--- src/rtl/fcfs_pkg.sv ---
// ----------------------------------------------------------------------------
// fcfs_pkg
// Shared widths, defaults and controller/datapath interface types for the
// first-come-first-served CPU owner arbiter.
// ----------------------------------------------------------------------------
package fcfs_pkg;

    localparam int QUEUE_DEPTH_DEF = 128;
    localparam int ID_BITS_DEF     = 22;
    localparam int REQ_ID_W        = 22;
    localparam int JOB_TIME_W      = 32;
    localparam int COUNT_OUT_W     = 8;

    // controller -> datapath
    typedef struct packed {
        logic load;        // capture the input item
        logic claim;       // idle CPU: requester becomes owner
        logic set_grant;   // owner continues
        logic go_idle;     // owner finished, queue empty
        logic pop_rd;      // read the queue head
        logic pop_commit;  // head becomes owner
        logic scan_start;  // begin duplicate scan
        logic scan_step;   // advance the duplicate scan
        logic push;        // append the requester ID
        logic set_ovf;     // queue full, ID dropped
        logic out_load;    // move result into the output register
    } t_dp_cmd;

    // datapath -> controller
    typedef struct packed {
        logic owner_match; // idle, or requester is the owner
        logic tm_nz;       // job time is nonzero
        logic cnt_zero;    // queue empty
        logic full;        // queue full
        logic scan_done;   // scan finished
        logic scan_hit;    // requester already waiting
        logic out_busy;    // output register cannot take a new item
    } t_dp_sts;

endpackage

--- src/rtl/fcfs_ctrl.sv ---
// ----------------------------------------------------------------------------
// fcfs_ctrl
// Sequencer for one request: decide, optional queue pop or duplicate scan,
// then hand the result to the output register.
// ----------------------------------------------------------------------------
module fcfs_ctrl
    import fcfs_pkg::*;
(
    input  logic    i_clk,
    input  logic    i_rst_n,
    input  logic    i_valid,
    output logic    o_stall,
    input  t_dp_sts i_sts,
    output t_dp_cmd o_cmd
);

    typedef enum logic [2:0] {
        S_IDLE,
        S_DECIDE,
        S_POP,
        S_SCAN,
        S_DONE
    } t_state;

    t_state r_state;
    t_state n_state;

    always_comb begin
        n_state = r_state;
        o_cmd   = '0;
        case (r_state)
            S_IDLE: begin
                if (i_valid) begin
                    o_cmd.load = 1'b1;
                    n_state    = S_DECIDE;
                end
            end
            S_DECIDE: begin
                o_cmd.claim = 1'b1;
                if (i_sts.owner_match) begin
                    if (i_sts.tm_nz) begin
                        o_cmd.set_grant = 1'b1;
                        n_state         = S_DONE;
                    end else if (i_sts.cnt_zero) begin
                        o_cmd.go_idle = 1'b1;
                        n_state       = S_DONE;
                    end else begin
                        o_cmd.pop_rd = 1'b1;
                        n_state      = S_POP;
                    end
                end else begin
                    o_cmd.scan_start = 1'b1;
                    n_state          = S_SCAN;
                end
            end
            S_POP: begin
                o_cmd.pop_commit = 1'b1;
                n_state          = S_DONE;
            end
            S_SCAN: begin
                o_cmd.scan_step = 1'b1;
                if (i_sts.scan_done) begin
                    if (!i_sts.scan_hit) begin
                        o_cmd.push    = !i_sts.full;
                        o_cmd.set_ovf = i_sts.full;
                    end
                    n_state = S_DONE;
                end
            end
            S_DONE: begin
                if (!i_sts.out_busy) begin
                    o_cmd.out_load = 1'b1;
                    n_state        = S_IDLE;
                end
            end
            default: n_state = S_IDLE;
        endcase
    end

    always_ff @(posedge i_clk) begin
        if (!i_rst_n) begin
            r_state <= S_IDLE;
        end else begin
            r_state <= n_state;
        end
    end

    assign o_stall = (r_state != S_IDLE);

endmodule

--- src/rtl/fcfs_dp.sv ---
// ----------------------------------------------------------------------------
// fcfs_dp
// Owner registers, circular waiting queue in a memory with a registered read
// port, pipelined duplicate scan and the output register.
// ----------------------------------------------------------------------------
module fcfs_dp
    import fcfs_pkg::*;
#(
    parameter int QUEUE_DEPTH = QUEUE_DEPTH_DEF,
    parameter int ID_BITS     = ID_BITS_DEF
) (
    input  logic                   i_clk,
    input  logic                   i_rst_n,
    input  t_dp_cmd                i_cmd,
    output t_dp_sts                o_sts,
    input  logic [REQ_ID_W-1:0]    i_requester_id,
    input  logic [JOB_TIME_W-1:0]  i_job_time,
    input  logic                   i_stall,
    output logic                   o_valid,
    output logic                   o_granted,
    output logic                   o_owner_valid,
    output logic [REQ_ID_W-1:0]    o_owner_id,
    output logic                   o_queue_overflow,
    output logic [COUNT_OUT_W-1:0] o_waiting_count_out
);

    localparam int PTR_W = (QUEUE_DEPTH > 1) ? $clog2(QUEUE_DEPTH) : 1;
    localparam int CNT_W = $clog2(QUEUE_DEPTH + 1);
    localparam logic [PTR_W-1:0] PTR_LAST = PTR_W'(QUEUE_DEPTH - 1);
    localparam logic [CNT_W-1:0] CNT_FULL = CNT_W'(QUEUE_DEPTH);

    function automatic logic [PTR_W-1:0] ptr_inc(input logic [PTR_W-1:0] p);
        ptr_inc = (p == PTR_LAST) ? '0 : p + 1'b1;
    endfunction

    logic [ID_BITS-1:0] mem [QUEUE_DEPTH];

    logic [ID_BITS-1:0] w_req_id;
    logic [ID_BITS-1:0] r_in_id;
    logic               r_tm_nz;
    logic               r_owner_valid;
    logic [ID_BITS-1:0] r_owner_id;
    logic [CNT_W-1:0]   r_count;
    logic [PTR_W-1:0]   r_head;
    logic [PTR_W-1:0]   r_tail;
    logic [PTR_W-1:0]   r_scan_ptr;
    logic [CNT_W-1:0]   r_scan_idx;
    logic               r_cmp_vld;
    logic [ID_BITS-1:0] r_rd_data;
    logic               r_grant;
    logic               r_ovf;
    logic               r_out_vld;
    logic               w_rd_en;
    logic [PTR_W-1:0]   w_rd_addr;
    logic               w_scan_issue;
    logic               w_hit;
    logic [REQ_ID_W-1:0]    w_owner_out;
    logic [COUNT_OUT_W-1:0] w_count_out;

    // requester ID reduced or widened to ID_BITS
    if (ID_BITS >= REQ_ID_W) begin : g_id_wide
        assign w_req_id    = ID_BITS'(i_requester_id);
        assign w_owner_out = r_owner_id[REQ_ID_W-1:0];
    end else begin : g_id_narrow
        assign w_req_id    = i_requester_id[ID_BITS-1:0];
        assign w_owner_out = REQ_ID_W'(r_owner_id);
    end

    if (CNT_W >= COUNT_OUT_W) begin : g_cnt_wide
        assign w_count_out = r_count[COUNT_OUT_W-1:0];
    end else begin : g_cnt_narrow
        assign w_count_out = COUNT_OUT_W'(r_count);
    end

    assign w_scan_issue = i_cmd.scan_step && (r_scan_idx != r_count);
    assign w_rd_en      = i_cmd.pop_rd || w_scan_issue;
    assign w_rd_addr    = i_cmd.pop_rd ? r_head : r_scan_ptr;
    // compare of the entry read in the previous scan cycle
    assign w_hit        = r_cmp_vld && (r_rd_data == r_in_id);

    assign o_sts.owner_match = !r_owner_valid || (r_owner_id == r_in_id);
    assign o_sts.tm_nz       = r_tm_nz;
    assign o_sts.cnt_zero    = (r_count == '0);
    assign o_sts.full        = (r_count == CNT_FULL);
    assign o_sts.scan_done   = w_hit || (r_scan_idx == r_count);
    assign o_sts.scan_hit    = w_hit;
    assign o_sts.out_busy    = r_out_vld && i_stall;

    // queue memory
    always_ff @(posedge i_clk) begin
        if (i_cmd.push) begin
            mem[r_tail] <= r_in_id;
        end
        if (w_rd_en) begin
            r_rd_data <= mem[w_rd_addr];
        end
    end

    // payload captures
    always_ff @(posedge i_clk) begin
        if (i_cmd.load) begin
            r_in_id <= w_req_id;
            r_tm_nz <= |i_job_time;
        end
        if (i_cmd.scan_start) begin
            r_scan_ptr <= r_head;
        end else if (w_scan_issue) begin
            r_scan_ptr <= ptr_inc(r_scan_ptr);
        end
        if (i_cmd.out_load) begin
            o_granted           <= r_grant;
            o_owner_valid       <= r_owner_valid;
            o_owner_id          <= w_owner_out;
            o_queue_overflow    <= r_ovf;
            o_waiting_count_out <= w_count_out;
        end
    end

    // control state
    always_ff @(posedge i_clk) begin
        if (!i_rst_n) begin
            r_owner_valid <= 1'b0;
            r_owner_id    <= '0;
            r_count       <= '0;
            r_head        <= '0;
            r_tail        <= '0;
            r_scan_idx    <= '0;
            r_cmp_vld     <= 1'b0;
            r_grant       <= 1'b0;
            r_ovf         <= 1'b0;
            r_out_vld     <= 1'b0;
        end else begin
            if (i_cmd.go_idle) begin
                r_owner_valid <= 1'b0;
                r_owner_id    <= '0;
            end else if (i_cmd.pop_commit) begin
                r_owner_valid <= 1'b1;
                r_owner_id    <= r_rd_data;
            end else if (i_cmd.claim && !r_owner_valid) begin
                r_owner_valid <= 1'b1;
                r_owner_id    <= r_in_id;
            end

            if (i_cmd.pop_commit) begin
                r_head  <= ptr_inc(r_head);
                r_count <= r_count - 1'b1;
            end else if (i_cmd.push) begin
                r_tail  <= ptr_inc(r_tail);
                r_count <= r_count + 1'b1;
            end

            if (i_cmd.scan_start) begin
                r_scan_idx <= '0;
                r_cmp_vld  <= 1'b0;
            end else if (i_cmd.scan_step) begin
                r_cmp_vld <= w_scan_issue;
                if (w_scan_issue) begin
                    r_scan_idx <= r_scan_idx + 1'b1;
                end
            end

            if (i_cmd.out_load) begin
                r_grant <= 1'b0;
                r_ovf   <= 1'b0;
            end else begin
                if (i_cmd.set_grant) begin
                    r_grant <= 1'b1;
                end
                if (i_cmd.set_ovf) begin
                    r_ovf <= 1'b1;
                end
            end

            if (i_cmd.out_load) begin
                r_out_vld <= 1'b1;
            end else if (!i_stall) begin
                r_out_vld <= 1'b0;
            end
        end
    end

    assign o_valid = r_out_vld;

endmodule

--- src/rtl/fcfs_cpu_owner_arbiter.sv ---
// ----------------------------------------------------------------------------
// An owner or idle request is decided at once; a handover to the queue head
// adds a registered read of the head; a non-owner request first runs the
// duplicate scan, which reads one queue entry per cycle.
// Throughput: one item at a time; the next item is taken while a result waits.
// Reset (synchronous, active low): CPU idle, owner 0, queue empty.
// ----------------------------------------------------------------------------
// fcfs_cpu_owner_arbiter
// First-come-first-served owner arbiter for a single CPU with a waiting queue.
// ----------------------------------------------------------------------------
module fcfs_cpu_owner_arbiter
    import fcfs_pkg::*;
#(
    parameter int QUEUE_DEPTH = QUEUE_DEPTH_DEF,
    parameter int ID_BITS     = ID_BITS_DEF
) (
    input  logic                   i_clk,
    input  logic                   i_rst_n,
    input  logic                   i_valid,
    output logic                   o_stall,
    input  logic [REQ_ID_W-1:0]    i_requester_id,
    input  logic [JOB_TIME_W-1:0]  i_job_time,
    output logic                   o_valid,
    input  logic                   i_stall,
    output logic                   o_granted,
    output logic                   o_owner_valid,
    output logic [REQ_ID_W-1:0]    o_owner_id,
    output logic                   o_queue_overflow,
    output logic [COUNT_OUT_W-1:0] o_waiting_count_out
);

    t_dp_cmd w_cmd;
    t_dp_sts w_sts;

    fcfs_ctrl u_ctrl (
        .i_clk   (i_clk),
        .i_rst_n (i_rst_n),
        .i_valid (i_valid),
        .o_stall (o_stall),
        .i_sts   (w_sts),
        .o_cmd   (w_cmd)
    );

    fcfs_dp #(
        .QUEUE_DEPTH (QUEUE_DEPTH),
        .ID_BITS     (ID_BITS)
    ) u_dp (
        .i_clk               (i_clk),
        .i_rst_n             (i_rst_n),
        .i_cmd               (w_cmd),
        .o_sts               (w_sts),
        .i_requester_id      (i_requester_id),
        .i_job_time          (i_job_time),
        .i_stall             (i_stall),
        .o_valid             (o_valid),
        .o_granted           (o_granted),
        .o_owner_valid       (o_owner_valid),
        .o_owner_id          (o_owner_id),
        .o_queue_overflow    (o_queue_overflow),
        .o_waiting_count_out (o_waiting_count_out)
    );

endmodule

--- config.mk ---
export PLATFORM = sky130hd
export DESIGN_NAME = fcfs_cpu_owner_arbiter
export DESIGN_NICKNAME = d
export VERILOG_FILES = /design/src/rtl/fcfs_pkg.sv /design/src/rtl/fcfs_ctrl.sv /design/src/rtl/fcfs_dp.sv /design/src/rtl/fcfs_cpu_owner_arbiter.sv
export SDC_FILE = /design/constraint.sdc
export NUM_CORES = 2
export LEC_CHECK = 0
export BUFFER_PORTS_ARGS = -buffer_cell sky130_fd_sc_hd__buf_2
export CAP_MARGIN = 20
export CELL_PAD_IN_SITES_DETAIL_PLACEMENT = 0
export CELL_PAD_IN_SITES_GLOBAL_PLACEMENT = 1
export CORE_UTILIZATION = 30
export DETAILED_ROUTE_END_ITERATION = 8
export HOLD_SLACK_MARGIN = 0.1
export PLACE_DENSITY = 0.54
export SLEW_MARGIN = 20
export SYNTH_ARGS = -nofsm -noshare
export SYNTH_HDL_FRONTEND = slang
export SYNTH_SLANG_ARGS = --single-unit
--- constraint.sdc ---
create_clock -name i_clk -period 10.1 [get_ports i_clk]
set_clock_uncertainty 0.1 [all_clocks]
set_input_delay 0.505 -clock i_clk [delete_from_list [all_inputs] [get_ports i_clk]]
set_output_delay 0.505 -clock i_clk [all_outputs]
set_load 0.005 [all_outputs]
Word level (Yosys, flattened, before mapping). Memories as Yosys holds them, arrays and structs flattened. A register that Yosys moved wholly into a read port is not among the register bits. Cells that the tools add are included.

Logic and storage cells: 105. Output and inout bits: 35. Memories kept: 1. Input port bits: 58. Bits in registers: 123. Bits in writable memories: 2816.

Add/sub/neg operators: 6. Mux-type cells: 39. Reductions and logical operators: 22. Bitwise gates (word level): 2. Equality and inequality tests: 16.

Memories: u_dp.mem (depth 128, bits a word 22, rd ports 1, clocked after Yosys merged registers in 1, write ports 1, line fcfs_dp.sv:36) `logic [ID_BITS-1:0] mem [QUEUE_DEPTH];`.

Operators by type and width (count): 22-bit == test (2); 22-bit two-way mux (2); 7-bit two-way mux (6); 32-bit OR reduction (1); 3-bit two-way mux (8); 7-bit by 1-bit adder with 7-bit output, second input constant (3); 7-bit == test, second input constant (3); 8-bit by 1-bit adder with 8-bit output, second input constant (2); 1-bit two-way mux (16); 8-bit two-way mux (2); 3-bit one-hot mux with 5 select lines (1); 8-bit == test (1); 8-bit == test, second input constant (1); 8-bit zero test (1); 8-bit != test (1); 8-bit by 1-bit subtractor with 8-bit output, second input constant (1); 3-bit by 2-bit == test with 1-bit output, second input constant (2); 2-bit two-way mux (3); 2-bit nonzero test (3); 2-bit OR reduction (3); 1-bit logical AND (4); 4-bit two-way mux (1); 2-bit by 1-bit != test with 1-bit output, second input constant (2); 2-bit != test, second input constant (2); other kinds (9) (14).

Logic depth before layout (Yosys ltp).
Depth in word-level cells: 8. Mapped depth: 18. Mapped depth without buffers: 12.

Hierarchy. Synthesis repeated with hierarchy kept, for this count alone.

Cells, all modules: 6051. Area total of the unflattened synthesis: 115529.6 sq um.

Modules (own cells, without submodules): fcfs_dp (sequential area each 88254.6 sq um, cells an instance 6013, area an instance 115210.5 sq um, instances 1); fcfs_ctrl (sequential area each 60.1 sq um, cells an instance 38, area an instance 319.1 sq um, instances 1).

Least setup slack after synthesis. No wires, ideal clock.

Path kind: register to register. From: reg u_dp.r_in_id[21]. To: reg u_dp.r_rd_data[0] (read register of u_dp.mem), data pin. Arrival: 4.907 ns. Stages on the path, launching flop included: 14. Data required time: 9.739 ns. Setup slack: 4.833 ns. Buffers on the path: 5. Library setup time: 0.261 ns. Clock period less this slack: 5.267 ns. Path through: edfxtp_1 -> xor2_1 -> nor4_1 -> nand2_1 -> o21ai_2 -> nand2_1 -> buf_6 -> mux2_2 -> clkbuf_1 -> clkbuf_1 -> clkbuf_1 -> clkbuf_1 -> a21oi_1 -> o311a_1.

Cells in the longest elaborated chain, start to end: 5. Elaborated cells on any way between the ends: 6. Classes of those cells: eq/ne (1); mux (3); reduce/logical (2).

RTL lines: start: declaration (line fcfs_dp.sv:39) `logic [ID_BITS-1:0] r_in_id;`; start signal: assignment (line fcfs_dp.sv:102) `r_in_id <= w_req_id;`; 22-bit == test (*) (line fcfs_dp.sv:81) `assign o_sts.owner_match = !r_owner_valid || (r_owner_id == r_in_id);`; 1-bit logical OR (*) (line fcfs_dp.sv:81); 3-bit two-way mux (*) (line fcfs_ctrl.sv:40) `if (i_sts.owner_match) begin`; 4-bit two-way mux (*) (line fcfs_ctrl.sv:31) `case (r_state)`; 7-bit two-way mux / 1-bit logical OR (equally long branches) (line fcfs_dp.sv:77, fcfs_dp.sv:76); end: declaration (line fcfs_dp.sv:49) `logic [ID_BITS-1:0] r_rd_data;`.

Mark *: on every way between the ends. The rest lies on a longest branch, timed or not. A chain may end at the register's enable or synchronous reset.

Worst setup path in the final report.
From: reg u_dp.r_in_id[11]. To: reg u_dp.r_rd_data[21] (read register of u_dp.mem), data pin.

The elaborated chain is that of the path after synthesis.

==> qor.yml <==
top_layer_used: "met5"
rr_endpoint: "u_dp.r_rd_data[21]"
finalSetupViolations: 0
power_frac_comb: 0.212
yosys-top-cells-area: "edfxtp_1 (74%), nand2_1 (5.5%), mux2i_1 (3.6%), nand3_1 (1.5%), a21oi_1 (1.3%)"
antenna_found_initial: 38
drv_cap: 0
met3_length_mm: 32.58
clk_path_buf_depth: 4
first_pass_iters: 6
arrival_ns: 7.96
htree_levels: 5
ctsRootBufferMaster: "clkbuf_16"
cp-start-kind: "flip-flop"
finalWirelength_mm: 449.0
area_growth_pct: 15.88
reg2reg_depth: 14
crit_start: "u_dp.r_in_id[11]"
tns_ns: 0
num_rows: 230
min_period_over_period: 0.7356
relSlewSlack: 0.1979
ys_seq_elements: 2961
num_io_pins: 93
place.gp.congestion: 0.8285
grt_overflow: 0
die_width_microns: 630.2
syn_nets: 8291
dieArea_sq_mm: 0.3971
die_height_microns: 630.2
fillCellCount: 37660
tightest_slew_ns: 1.199
ys_seq_area_frac: 0.7460
clock_power_share: 0.354
synth_area_per_cell_sq_um: 14.40
via_count: 75620
route.met2.wl_mm: 209.7
numCtsBuffers: 323
start_util: 0.3016
timing.fmax_mhz: 134.6
min_path_type: "primary input to flip-flop"
drc: 0
grt_pass1_wl_mm: 612.2
rrSetupSlack_ns: 2.67
grt_pass1_vias: 72190
final_nets: 8515
ant_nets: 0
power.density_mw_per_mm2: 244.5
vdd_drop_max_v: 0.0001842
io_buffer_count: 92
end_kind: "flip-flop"
switching_share: 0.3134
rsz0062_at_grt: "false"
pwr-share-seq: 0.435
final_area_sq_mm: 0.1372
p_switching_uw: 10510
place_area_sq_mm: 0.1264
synthCells: 8222
netlist_area_sq_mm: 0.1184
hold_viol: 0
dp_hpwl_mm: 254.0
critPathCapture: "u_dp.r_rd_data[21]"
worstSetupPathType: "flip-flop to flip-flop"
synth_ff_type: "edfxtp_1"
p_leak_uw: 0.04512
synth_largest_area_cell: "edfxtp_1"
vias_per_cell: 5.419
wl_met1_mm: 188.9
ys_types: 84
synth-edff-count: 2901
post-cts-setup-buffers: 0
worstSkewPairLatency_ns: 0.94
reg2reg_from: "u_dp.r_in_id[11]"
grt_usage: 0.2194
async_flop_share: 0
min_period_ns: 7.430
status: "finished clean"
critPathMaxFanout: 69
fin_util: 0.3495
drt_iter0_drc: 8966
hold_depth: 2
grt_max_degree: 132
cts_tree: "built"
drv_slew: 0
intPower_uw: 23030
hold_start: "i_requester_id[10]"
cp_data_required_time_ns: 10.63
synth_top_area_share: 0.7359
clock-sinks: 2961
path_clk_slew_ns: 0.06
core_sq_mm: 0.3925
yosysWarnings: 0
wire_per_inst_microns: 32.17
drive_gt1_frac: 0.1311
cts_resized: 0
==> state kept, by name, summed over array words and instances, names as in the netlist, 8 cells and up <==
name                      flops
u_dp.mem                   2816
u_dp.o_owner_id              22
u_dp.r_in_id                 22
u_dp.r_owner_id              22
u_dp.r_rd_data               22
u_dp.o_waiting_count_out      8
u_dp.r_count                  8
u_dp.r_scan_idx               8
==> power by group through the flow <==
| stage | Clock [uW] | Combinational [uW] | Sequential (uW) |
|---|---|---|---|
| floorplan | 0 | 3530 | 15200 |
| finish | 11900 | 7100 | 14600 |
| CTS | 12000 | 7070 | 14600 |
| global placement | 0 | 6970 | 14800 |
| detailed placement | 0 | 7040 | 14800 |
| global route | 12500 | 7470 | 14600 |
==> cell families after synthesis <==
logic type | share of synthesized area
AND/OR/NAND/NOR | 0.1026
buffers and inverters | 0.02253
flip-flops | 0.7460
multiplexers | 0.04483
adder cells (fa/ha/maj) | 0.001226
AO/OA/AOI/OAI | 0.07700
XOR/XNOR | 0.005771
==> critical path, stage by stage, from the launching register on <==
cell and delay [ns]:
edfxtp_1 0.32, buf_4 0.59, xor2_1 0.19, nor4_1 0.47, nand4_1 0.62, o21a_1 0.51, o211ai_1 0.43, and2_4 0.63
buf_4 0.63, buf_4 0.49, a21oi_1 0.15, o32a_1 0.45, a221oi_1 0.58, o22a_1 0.69, a21oi_1 0.17
==> worst min path at each step <==
stage                             endpoint
3_5_place_dp           u_dp.o_owner_id[17]
4_1_cts                   u_dp.r_in_id[14]
5_1_grt                   u_dp.r_in_id[10]
2_1_floorplan  u_dp.o_waiting_count_out[0]
3_3_place_gp           u_dp.o_owner_id[17]
6_report                  u_dp.r_in_id[10]
==> layout by cell type (no fill, tap or decap), drive strengths merged, types with 30 or more instances in the layout <==
cell type / count
a211oi: 156
a21oi: 314
a221oi: 56
a311oi: 76
a31oi: 155
and3: 221
buf: 409
bufinv: 34
clkbuf: 398
clkinv: 131
dfxtp: 60
diode: 31
dlygate4sd3: 30
edfxtp: 2901
mux2: 93
mux2i: 424
nand2: 1728
nand3: 359
nand4: 49
nor2: 202
nor3: 67
nor4: 51
o21ai: 124
o221ai: 137
o22ai: 86
or4: 34
xor2: 49
==> cells in the mapped netlist, drive strengths merged (137+ instances only) <==
cell type  number
nor2          202
a211oi        156
mux2i         424
and3          221
nand2        1728
buf           364
o221ai        137
nand3         359
clkbuf        177
a31oi         155
edfxtp       2901
a21oi         314
==> layer usage <==
metal  GRT usage  vias up
met5           0        -
met4     0.07662        4
met3     0.03592      659
met2      0.3591     3245
met1      0.2946    39680
li1            -    32040
==> repair_timing <==
action                                  CTS  global route
hold buffers                             30             0
endpoints found under the hold margin    80             0
endpoints found under the setup margin    0             0
==> cell type report <==
type                            count  area (sq um)  share of cell area
Clock buffer                      398          8468             0.06173
Clock inverter                    186          1947             0.01419
Tap cell                         5220          6531             0.04761
Sequential cell                  2961         88310              0.6438
Multi-Input combinational cell   4711         28180              0.2054
Timing Repair Buffer              440          3630             0.02646
Inverter                            9         33.78           0.0002463
Antenna cell                       31         77.57           0.0005655
==> metrics by stage <==
step	cells	hold slack, ns	total power (uW)	setup slack, ns
detailed placement	13310	0.3787	21880	2.709
global route	13950	0.2021	34540	2.524
finish	13960	0.2249	33550	2.670
floorplan	8222	0.3064	18780	4.833
global placement	13300	0.3728	21810	1.004
CTS	13920	0.1573	33690	2.673
Note: power is estimated with default switching activity, not from simulation.
